`src/rtl/core/atrp_pkg.sv`:
```
// ----------------------------------------------------------------------------
// atrp_pkg: shared types and constants for the accelerometer tilt block
// Field widths, fixed-point formats, the arctangent table and the stage
// records that travel between the cells of the pipeline.
// ----------------------------------------------------------------------------
package atrp_pkg;

  // Sample and result fields.
  localparam int ACCEL_W = 16;
  localparam int ROLL_W  = 16;
  localparam int PITCH_W = 15;

  // Rotation stages of each vectoring chain.
  localparam int CORDIC_STAGES = 16;
  localparam int STG_W         = $clog2(CORDIC_STAGES);

  // Square root of (y^2 + z^2) * 2^32, one result bit per cell.
  localparam int SSQ_W      = 32;
  localparam int ROOT_W     = 32;
  localparam int SQRT_STEPS = ROOT_W;
  localparam int REM_W      = ROOT_W + 2;
  localparam int WORK_W     = ROOT_W + 4;

  // Vector components are counts scaled by 2^24; the root is Q16 scaled by 2^8.
  localparam int DATA_SHIFT = 24;
  localparam int ROOT_SHIFT = 8;
  localparam int DATA_W     = 44;

  // Angles are radians in Q30.
  localparam int ANG_W = 34;
  localparam logic signed [ANG_W-1:0] PI_Q30   = 34'sd3373259426;
  localparam logic [63:0]             PI_Q30_U = 64'd3373259426;

  // Radians Q30 to degrees * 128: multiply by the scale, round at bit 48.
  localparam int          DEG_FRAC       = 48;
  localparam logic [63:0] DEG_SCALE_FULL =
    ((64'd23040 << DEG_FRAC) + PI_Q30_U / 2) / PI_Q30_U;
  localparam int                 SCALE_W   = 31;
  localparam logic [SCALE_W-1:0] DEG_SCALE = DEG_SCALE_FULL[SCALE_W-1:0];
  localparam int                 MUL_W     = ANG_W + SCALE_W;
  localparam int                 DEG_W     = MUL_W - DEG_FRAC + 1;
  localparam logic [MUL_W:0]     ROUND_ADD =
    {{(MUL_W - DEG_FRAC + 1){1'b0}}, 1'b1, {(DEG_FRAC - 1){1'b0}}};

  localparam int ROLL_LIM  = 23040;
  localparam int PITCH_LIM = 11520;

  typedef struct packed {
    logic signed [ACCEL_W-1:0] x;
    logic signed [ACCEL_W-1:0] y;
    logic signed [ACCEL_W-1:0] z;
  } accel_t;

  typedef struct packed {
    logic [SSQ_W-1:0]  rad;
    logic [REM_W-1:0]  rem;
    logic [ROOT_W-1:0] root;
    accel_t            acc;
  } sqrt_t;

  typedef struct packed {
    logic signed [DATA_W-1:0] x;
    logic signed [DATA_W-1:0] y;
    logic signed [ANG_W-1:0]  ang;
  } vec_t;

  typedef struct packed {
    vec_t roll;
    vec_t pitch;
    logic roll_zero;
    logic pitch_zero;
  } cordic_t;

  // atan(2^-i) in radians, Q30, rounded to nearest.
  function automatic logic [ANG_W-1:0] atan_q30(input int unsigned idx);
    logic [ANG_W-1:0] val;
    case (idx)
      0:       val = 34'd843314857;
      1:       val = 34'd497837829;
      2:       val = 34'd263043837;
      3:       val = 34'd133525159;
      4:       val = 34'd67021687;
      5:       val = 34'd33543516;
      6:       val = 34'd16775851;
      7:       val = 34'd8388437;
      8:       val = 34'd4194283;
      9:       val = 34'd2097149;
      default: val = ANG_W'(34'd1 << (30 - idx));
    endcase
    return val;
  endfunction

endpackage

```
`src/rtl/core/atrp_prep.sv`:
```
// ----------------------------------------------------------------------------
// atrp_prep: front stages of the tilt pipeline
// Squares y and z, then sums them to seed the square root chain.
// ----------------------------------------------------------------------------
module atrp_prep import atrp_pkg::*; (
  input  logic   clk,
  input  logic   rst,
  input  logic   in_valid,
  output logic   in_ready,
  input  accel_t in_data,
  output logic   out_valid,
  input  logic   out_ready,
  output sqrt_t  out_data
);

  logic                      sq_vld;
  logic                      sum_vld;
  logic                      sq_ready;
  logic                      sum_ready;
  accel_t                    sq_acc;
  logic [SSQ_W-1:0]          ysq;
  logic [SSQ_W-1:0]          zsq;
  logic signed [ACCEL_W-1:0] y_in;
  logic signed [ACCEL_W-1:0] z_in;
  logic signed [2*ACCEL_W-1:0] ysq_next;
  logic signed [2*ACCEL_W-1:0] zsq_next;
  sqrt_t                     seed;

  assign sum_ready = !sum_vld || out_ready;
  assign sq_ready  = !sq_vld || sum_ready;
  assign in_ready  = sq_ready;

  always_comb begin
    y_in     = in_data.y;
    z_in     = in_data.z;
    ysq_next = (2*ACCEL_W)'(y_in) * (2*ACCEL_W)'(y_in);
    zsq_next = (2*ACCEL_W)'(z_in) * (2*ACCEL_W)'(z_in);
  end

  always_ff @(posedge clk) begin
    if (rst) begin
      sq_vld  <= 1'b0;
      sum_vld <= 1'b0;
    end else begin
      if (sq_ready) begin
        sq_vld <= in_valid;
      end
      if (sum_ready) begin
        sum_vld <= sq_vld;
      end
    end
  end

  always_ff @(posedge clk) begin
    if (sq_ready && in_valid) begin
      sq_acc <= in_data;
      ysq    <= SSQ_W'(ysq_next);
      zsq    <= SSQ_W'(zsq_next);
    end
    if (sum_ready && sq_vld) begin
      seed.rad  <= ysq + zsq;
      seed.rem  <= '0;
      seed.root <= '0;
      seed.acc  <= sq_acc;
    end
  end

  assign out_valid = sum_vld;
  assign out_data  = seed;

endmodule

```
`config.mk`:
```
export PLATFORM = sky130hd
export DESIGN_NAME = atrp_prep
export DESIGN_NICKNAME = d
export VERILOG_FILES = /design/src/rtl/core/atrp_pkg.sv /design/src/rtl/core/atrp_prep.sv
export SDC_FILE = /design/constraint.sdc
export NUM_CORES = 1
export LEC_CHECK = 0
export CAP_MARGIN = 20
export CORE_ASPECT_RATIO = 1.2
export CORE_MARGIN = 10
export CORE_UTILIZATION = 45
export DETAILED_ROUTE_END_ITERATION = 10
export DONT_BUFFER_PORTS = 1
export GPL_TIMING_DRIVEN = 0
export PLACE_DENSITY = 0.61
export REMOVE_ABC_BUFFERS = 1
export SYNTH_ARGS = -nofsm -noshare
export SYNTH_HDL_FRONTEND = slang
export SYNTH_SLANG_ARGS = --single-unit
```
`constraint.sdc`:
```
create_clock -name clk -period 8.6 [get_ports clk]
set_input_delay 0.43 -clock clk [delete_from_list [all_inputs] [get_ports clk]]
set_output_delay 0.43 -clock clk [all_outputs]
set_load 0.01 [all_outputs]
```
==> key figures, run 1 <==
Placement
  • GPL Wtd Cong: between 0.8 and 0.9
  • Port buffer count: 0
  • Post-DP HPWL: about 44000 microns
  • Placed cell areas: around 26000 sq um

Floorplan
  • Chip height: between 200 and 300 microns
  • Initial Util: 0.456
  • Std cell rows: 95
  • IO Pins: 200
  • Die area: 66800 sq um
  • Core area: around 56000 sq um
  • DIE WIDTH: approximately 240 microns

Detailed routing
  • Post-route ant nets: 0
  • Via count: approximately 16000
  • TritonRoute pass-1 iters: 5
  • Final wirelength: 53300 microns
  • Initial drt markers: around 820
  • Via density: roughly 5.0
  • Residual DRC: 0
  • Wirelength per Cell: 16.8 microns

Yosys
  • Primary FF master, synth: edfxtp_1
  • Post-Synthesis Cell Area: 25600 sq um
  • Yosys cell types: 63
  • Yosys reg bits: 190
  • Synth area leader: fa_1
  • Avg Inst Size Synth: ~10 sq um
  • Synth area leaders: fa_1 (37%), edfxtp_1 (22%), ha_1 (10%), inv_1 (9.7%), xnor2_1 (2.8%)
  • Seq/Total Area, Yosys: 0.222
  • Top-area cell type share of the netlist area: 0.366
  • Post-Synthesis Cells: about 2500
  • Synth Warn #: 0
  • Post-synth EDFFs: around 190
  • Post-synth ARST share: 0

Timing
  • Worst-Margin Slew: between 0.7 and 0.8 ns
  • Final Setup Violations: 0
  • Tcrit/Tclk final: 0.770
  • Worst Skew: roughly 0.015 ns
  • RSZ-0062 raised after global routing: no
  • Tmin final: roughly 6.6 ns
  • FMAX: roughly 150 MHz
  • Final hold vios: 0
  • Rel. slew slack: 0.492
  • Final slew viol count: 0
  • Total negative slack: 0 ns

Finish
  • Area grow syn2layout: 4.47%
  • Fillers: around 5200
  • Nets: 3155
  • Most frequent cells in the layout: inv_1 (658), fa_1 (468), ha_1 (210)
  • Most common cell after layout, fill and taps aside: inv_1
  • Antenna Cells: 0
  • Post-Layout Inst Area: ~27000 sq um
  • Layout cell share with drive strength beyond 1: 0.0226

Worst setup path
  • Critical-path cell list: inv_1 > nor2_1 > fa_1 > fa_1 > fa_1 > fa_1 > fa_1 > inv_1 > fa_1 > inv_1 > ha_1 > nand3_1 > nor4_1 > o41ai_1 > a21oi_1 > mux2i_1 > nand4_1
  • Biggest cell delay along the critical path: between 0.9 and 1 ns
  • Critical path class: primary input to register
  • Worst Setup Start Kind: primary input
  • CP max FO: 21
  • Arrival time at the worst endpoint: ~6.8 ns
  • Crit end category: register
  • Most common cell on crit path: fa_1
  • Slowest cell on crit path: fa_1
  • Req. time, crit path: between 8 and 9 ns

Clock tree
  • Reg clk slew, reported paths: approximately 0.080 ns
  • CTS resizes: 0
  • TritonCTS buffer count: 17
  • Clk root buf: clkbuf_16
  • Clock latency on the worst-skew pair: about 0.48 ns
  • Longest Clk Path Bufs: 2
  • Clock net sink count: 190
  • CTS tree: done
  • Htree depth: 4

Global routing
  • Global-route wire length before repair: 89200 microns
  • Global Route Usage Sum: 0.169
  • Antenna violations before repair: 0
  • GR Overflow Total: 0
  • Largest net degree at the start of global routing: 63
  • Number of global-route vias before repair: approximately 18000

Flow run
  • Maximum capacitance violations: 0

Run status
  • Status: finished, final reports clean

Hold path
  • Worst hold path class: primary input to register
==> critical path, delay by kind of cell <==
kind	cells	cell delay, ns
fa+ha+maj	7	3.93
simple gates	4	1.17
buf+inv	3	0.55
compound gates	2	0.52
mux	1	0.21
==> sequential cells by signal (all words and copies together) (netlist names) <==
name	flops
out_data	80
out_valid	1
sq_acc	48
sq_vld	1
ysq	30
zsq	30
==> layout make-up <==
type / instances / area [sq um] / share of cell area
clock inverter: 13 / 144 / 0.00539
clock buffer: 19 / 433 / 0.0162
multi-input combinational: 1553 / 17000 / 0.636
inverter: 658 / 2470 / 0.0925
timing repair buffer: 5 / 87.6 / 0.00328
tap: 727 / 910 / 0.0341
sequential: 190 / 5690 / 0.213
==> synth_stat cells (4+ instances only) <==
| master | count |
|---|---|
| nor3_1 | 16 |
| a21oi_1 | 67 |
| buf_4 | 66 |
| nand3_1 | 19 |
| o21bai_1 | 12 |
| or2_2 | 6 |
| a21o_1 | 32 |
| edfxtp_1 | 188 |
| nor4_1 | 4 |
| inv_1 | 658 |
| nand2b_1 | 12 |
| o21ai_0 | 32 |
| clkbuf_1 | 46 |
| o2111ai_1 | 4 |
| nor2_1 | 105 |
| fa_1 | 468 |
| or3_1 | 5 |
| xnor2_1 | 83 |
| nand2_1 | 175 |
| nor2b_1 | 15 |
| and2_1 | 87 |
| o21a_1 | 16 |
| and3_1 | 14 |
| ha_1 | 210 |
| a31o_2 | 8 |
| a211oi_1 | 12 |
| o211ai_1 | 6 |
| xor2_1 | 23 |
| nand4_1 | 5 |
| a221o_1 | 4 |
| a311oi_1 | 4 |
==> routing by layer <==
layer	vias up	part of all wire	GRT usage
met5	-	0	0
met4	0	0.019	0.0510
met3	60	0.042	0.0271
met2	291	0.54	0.306
met1	8199	0.40	0.203
li1	7330	-	-
==> repair_timing <==
item | in CTS | in global routing
setup buffers | 0 | 0
hold buffers | 2 | 0
hold endpoints to repair | 3 | 0
==> path summary, 6_finish.rpt <==
check / cells past startpoint / end / startpoint / slack [ns]
worst max-delay path: 17 / zsq[31] / in_data[15] / 1.98
worst min-delay path: 0 / sq_acc[12] / in_data[12] / 0.04
worst max register to register: 9 / out_data[145] / ysq[3] / 5.59
worst min register to register: 0 / out_data[4] / sq_acc[4] / 0.42
==> kinds of logic (layout without fill, tap and decap cells) <==
| group | count (synthesis) | count (layout) | share of synthesized area |
|---|---|---|---|
| mux | 5 | 5 | 0.00206 |
| xor+xnor | 106 | 106 | 0.0363 |
| other cells | 1 | 66 | 0.000147 |
| compound gates | 228 | 228 | 0.0599 |
| fa+ha+maj | 678 | 678 | 0.469 |
| simple gates | 470 | 470 | 0.0866 |
| flops | 190 | 190 | 0.222 |
| buf+inv | 774 | 695 | 0.123 |
==> metrics by stage <==
stage,std cells,utilization,worst slack (ns),hold WS (ns)
6_report,3165,0.476,1.98,0.0450
5_1_grt,3165,0.476,1.64,0.00678
4_1_cts,3165,0.476,2.05,0.000496
3_5_place_dp,3131,0.465,1.49,0.405
3_3_place_gp,3128,0.464,1.58,0.401
2_1_floorplan,2401,-,2.41,0.400
Power of run 1 is not shown: default switching activity piles up to over one toggle a cycle in this logic, so the estimate is an artifact.
==> inputs of run 2 (changes only) <==
- clock period: 8.6 -> 6.75 ns (I/O delays scaled with it)
==> run 2 against run 1 <==
  * Hold slack better by 0.086 ns
  * Register-to-register slack worse by 1.9 ns
  * Sequential share of layout area is 0.39 points lower
  * Die area stayed put
  * Critical path type unchanged
  * Highest routed layer is now met5
==> key figures, run 2 (same netlist as run 1, synthesis figures left out) <==
Worst setup path
  • Top Family by Delay on Critical Path: adder cells
  • Critical path class: primary input to register
  • Crit end category: register
  • Reg2reg end: out_data[145]
  • Critical Path Sink: zsq[31]
  • Critical-path cell list: clkinvlp_4 > nor2_1 > fa_1 > fa_1 > fa_1 > fa_1 > fa_1 > inv_1 > fa_1 > inv_1 > ha_1 > nand3_1 > nor4bb_1 > o41ai_1 > a21oi_1 > mux2i_1 > nand4_1
  • Worst r2r src: ysq[3]
  • Arrival time at the worst endpoint: between 6 and 7 ns
  • Req. time, crit path: 6.97 ns
  • Slowest cell on crit path: fa_1
  • R2r setup slk: about 3.7 ns
  • Crit. Startpoint: in_data[15]
  • Critical Path Stages: 17
  • Most common cell on crit path: fa_1
  • CP Buf/Inv Count: 3
  • Biggest cell delay along the critical path: slightly above 0.9 ns
  • R2R depth: 9
  • Worst Setup Start Kind: primary input
  • CP max FO: 21

Timing
  • FMAX: between 150 and 200 MHz
  • Final slew viol count: 0
  • Worst-case hold slack: 0.131 ns
  • Tcrit/Tclk final: 0.931
  • Rel. slew slack: 0.501
  • Worst-Margin Slew: about 0.75 ns
  • RSZ-0062 raised after global routing: no
  • Final hold vios: 0
  • Final Setup Violations: 0
  • Worst Skew: approximately 0.015 ns
  • Tmin final: around 6.3 ns

Floorplan
  • IO Pins: 200
  • Die area: 66800 sq um
  • Chip height: between 200 and 300 microns
  • Initial Util: 0.456
  • Core area: 56100 sq um
  • Std cell rows: 95
  • DIE WIDTH: approximately 240 microns

Clock tree
  • Clk root buf: clkbuf_16
  • TritonCTS buffer count: 17
  • CTS tree: done
  • Longest Clk Path Bufs: 2
  • Clock latency on the worst-skew pair: 0.48 ns
  • Clock net sink count: 190
  • Reg clk slew, reported paths: roughly 0.08 ns
  • Htree depth: 4

Detailed routing
  • TritonRoute pass-1 iters: 5
  • Wirelength per Cell: 16.9 microns
  • Residual DRC: 0
  • Via density: roughly 5.0
  • Post-route ant nets: 0
  • Via count: between 15000 and 20000
  • Final wirelength: about 54000 microns
  • Initial drt markers: 765

Finish
  • Area occupied by multi-input gates: between 15000 and 20000 sq um
  • Most frequent cells in the layout: inv_1 (656), fa_1 (468), ha_1 (210)
  • Nets: between 3000 and 4000
  • Area grow syn2layout: 6.41%
  • Finished Core Util: 0.485
  • Max reg flops: 80
  • Register area: 5690 sq um
  • Layout cell share with drive strength beyond 1: 0.0233
  • Most common cell after layout, fill and taps aside: inv_1
  • Fillers: 5150

Run status
  • Status: finished, final reports clean

Global routing
  • Antenna violations before repair: 2
  • Global Route Usage Sum: 0.172
  • Number of global-route vias before repair: between 15000 and 20000
  • Global-route wire length before repair: 90700 microns
  • GR Overflow Total: 0
  • Largest net degree at the start of global routing: 63

Hold path
  • Worst hold path class: primary input to register
  • Hold_sp: in_data[16]

Placement
  • GPL Wtd Cong: around 0.85
  • Post-DP HPWL: 43500 microns
  • Port buffer count: 0

Flow run
  • Maximum capacitance violations: 0
[run 2: cell count changes in the layout (fill, tap and decap cells not counted), sizes merged]
| cell | previous run | this run |
|---|---|---|
| clkinvlp | 2 | 4 |
| dlygate4sd3 | 2 | 50 |
| diode | 0 | 1 |
| inv | 666 | 664 |
[run 2: repair_timing]
item / 4_1_cts / 5_1_grt
gates resized for setup: 0 / 3
endpoints found under the setup margin: 0 / 4
hold endpoints to repair: 50 / 0
hold buffers: 50 / 0
buffers inserted: 0 / 0
[run 2: cell type report]
| class | count | area share |
|---|---|---|
| multi-input cells | 1553 | 0.624 |
| flip-flops and latches | 190 | 0.209 |
| inverters | 658 | 0.0911 |
| well taps | 727 | 0.0334 |
| repair buffers | 53 | 0.0209 |
| clock buffers | 19 | 0.0159 |
| clock inverters | 13 | 0.00529 |
| diodes | 1 | 0.0000920 |
[run 2: layer usage]
metal  global-route usage  up-vias  routed length [microns]
met4               0.0475        2                      940
met1                0.207     8277                    22100
met5                    0        -                       11
met2                0.313      298                    29000
met3               0.0284       64                     2330
li1                     -     7426                        -
[run 2: worst min-delay path by stage]
stage / end / slack, ns / cells after the start
5_1_grt: ysq[2] / 0.10 / 1
3_3_place_gp: out_data[13] / 0.40 / 0
3_5_place_dp: out_data[35] / 0.40 / 0
6_report: ysq[2] / 0.13 / 1
4_1_cts: out_valid / 0.08 / 3
2_1_floorplan: out_data[10] / 0.40 / 0
[run 2: stage by stage]
stage               worst slack (ns)  setup TNS (ns)  cell area, sq um  std cells
CTS                            0.290               0             27200       3213
global route                  0.0845               0             27200       3213
floorplan                      0.655               0             25100       2401
global placement              -0.174          -0.305             26000       3128
detailed placement            -0.264          -0.578             26100       3131
finish                         0.466               0             27200       3214
Power of run 2 is left out for the same reason.
==> inputs of run 3 (changes only) <==
- REMOVE_ABC_BUFFERS: 1 -> unset
==> run 3 against run 2 <==
  * Clock skew is 0.0036 ns higher
  * Clock-buffer cell count decreased by 1
  * Register-to-register slack lost 0.13 ns
  * Largest cell class unchanged
  * Maximum frequency is 2.5% lower
  * Global-route usage is 1.2 points higher
  * Critical path depth is 5 higher
  * Die area stayed put
  * Critical path type unchanged
==> key figures, run 3 (same netlist as run 1, synthesis figures left out) <==
Run status
  • Status: finished, final reports clean

Worst setup path
  • CP max FO: 10
  • Worst Setup Start Kind: primary input
  • Reg2reg end: out_data[138]
  • Crit end category: register
  • Req. time, crit path: roughly 7.0 ns
  • Critical path class: primary input to register
  • R2r setup slk: between 3 and 4 ns
  • Worst r2r src: ysq[4]
  • Arrival time at the worst endpoint: between 6 and 7 ns
  • R2R depth: 9

Clock tree
  • Clock net sink count: 190
  • Clk root buf: clkbuf_16
  • CTS tree: done
  • Longest Clk Path Bufs: 2
  • TritonCTS buffer count: 17
  • Htree depth: 4
  • Clock latency on the worst-skew pair: about 0.49 ns
  • Reg clk slew, reported paths: 0.07 ns

Finish
  • Most frequent cells in the layout: inv_1 (658), fa_1 (466), ha_1 (210)
  • Max reg flops: 80
  • Nets: roughly 3300
  • Layout cell share with drive strength beyond 1: 0.0550
  • Post-Layout Inst Area: ~28000 sq um
  • Area grow syn2layout: 9.30%
  • Most common cell after layout, fill and taps aside: inv_1
  • Layout Cells excl Fill: roughly 3300

Timing
  • Final hold vios: 0
  • Tmin final: ~6.4 ns
  • Final Setup Violations: 0
  • Tcrit/Tclk final: 0.955
  • FMAX: 155 MHz
  • Worst Skew: around 0.018 ns
  • Final slew viol count: 0
  • Rel. slew slack: 0.481
  • Final worst setup slack: 0.302 ns
  • Worst-case hold slack: between 0.1 and 0.15 ns
  • Worst-Margin Slew: around 0.8 ns

Floorplan
  • Core area: 56100 sq um
  • Chip height: about 280 microns
  • Initial Util: 0.456
  • Die area: between 60000 and 70000 sq um
  • DIE WIDTH: around 240 microns
  • IO Pins: 200
  • Std cell rows: 95

Global routing
  • Global-route wire length before repair: 95900 microns
  • Antenna violations before repair: 0
  • Largest net degree at the start of global routing: 62
  • Global Route Usage Sum: 0.185
  • GR Overflow Total: 0
  • Number of global-route vias before repair: 18400

Placement
  • Dpl cells: 3247
  • Post-DP HPWL: between 40000 and 50000 microns
  • Placed cell areas: about 27000 sq um
  • GPL Wtd Cong: roughly 0.9
  • Port buffer count: 0
  • Pre-CTS WS: -0.758 ns

Detailed routing
  • Wirelength per Cell: approximately 18 microns
  • Initial drt markers: roughly 800
  • TritonRoute pass-1 iters: 5
  • Via count: around 17000
  • Final wirelength: 58800 microns
  • Residual DRC: 0
  • Post-route ant nets: 0
  • Via density: ~5

Hold path
  • Hold_sp: out_ready
  • Worst hold path class: primary input to register
  • Hold EP: out_valid
  • WHS Path Cells: 3

Flow run
  • Maximum capacitance violations: 0
[run 3: cell types whose count changed in the layout (fill, tap and decap cells not counted), sizes merged]
| cell | delta |
|---|---|
| inv | +1 |
| diode | +1 |
| clkinv | +1 |
| buf | +71 |
| clkinvlp | -2 |
| bufinv | +1 |
| clkbuf | +44 |
[run 3: worst max path at each step]
stage | slack [ns] | start | end
floorplan | 0.42 | in_data[21] | ysq[28]
global placement | -0.71 | in_data[5] | zsq[31]
detailed placement | -0.76 | in_data[5] | zsq[31]
CTS | 0.007 | in_data[5] | zsq[31]
global route | -0.02 | in_data[8] | zsq[31]
finish | 0.30 | in_data[8] | zsq[31]
[run 3: through the flow]
step                utilization  setup TNS, ns
finish                    0.498              0
global route              0.498        -0.0199
CTS                       0.497              0
detailed placement        0.478          -7.83
global placement          0.476          -7.39
floorplan                     -              0
[run 3: worst max-delay path, cell delays in order]
cell and delay [ns]:
buf_1 0.49, nand2_1 0.20, fa_1 0.54, inv_1 0.07, fa_1 0.51, inv_1 0.06
fa_1 0.59, inv_1 0.07, fa_1 0.45, fa_1 0.49, inv_1 0.05, fa_1 0.47
inv_1 0.04, ha_1 0.32, a21o_1 0.20, or3_1 0.37, a211oi_2 0.38, nor4_2 0.15
o41ai_2 0.40, a21oi_1 0.18, mux2i_1 0.19, nand4_1 0.11
[run 3: final cells by class]
cell class | instances | area [sq um]
diodes | 2 | 5.00
plain buffers | 116 | 703
clock buffers | 18 | 429
clock inverters | 14 | 170
fillers | 5168 | 28200
inverters | 658 | 2470
multi-input cells | 1553 | 17000
flip-flops and latches | 190 | 5690
well taps | 727 | 910
repair buffers | 53 | 568
[run 3: routing by layer]
metal / share of wire / global-route usage / vias to the layer above
li1: - / - / 7660
met3: 0.050 / 0.0322 / 62
met4: 0.019 / 0.0531 / 0
met1: 0.40 / 0.222 / 8535
met2: 0.53 / 0.332 / 365
met5: 0 / 0 / -
[run 3: repair_timing]
| item | 4_1_cts | 5_1_grt |
|---|---|---|
| setup endpoints to repair | 6 | 12 |
| setup buffers | 0 | 0 |
| resized for setup | 2 | 30 |
| hold buffers | 50 | 0 |
| hold endpoints to repair | 50 | 0 |
Power of run 3 is left out for the same reason.
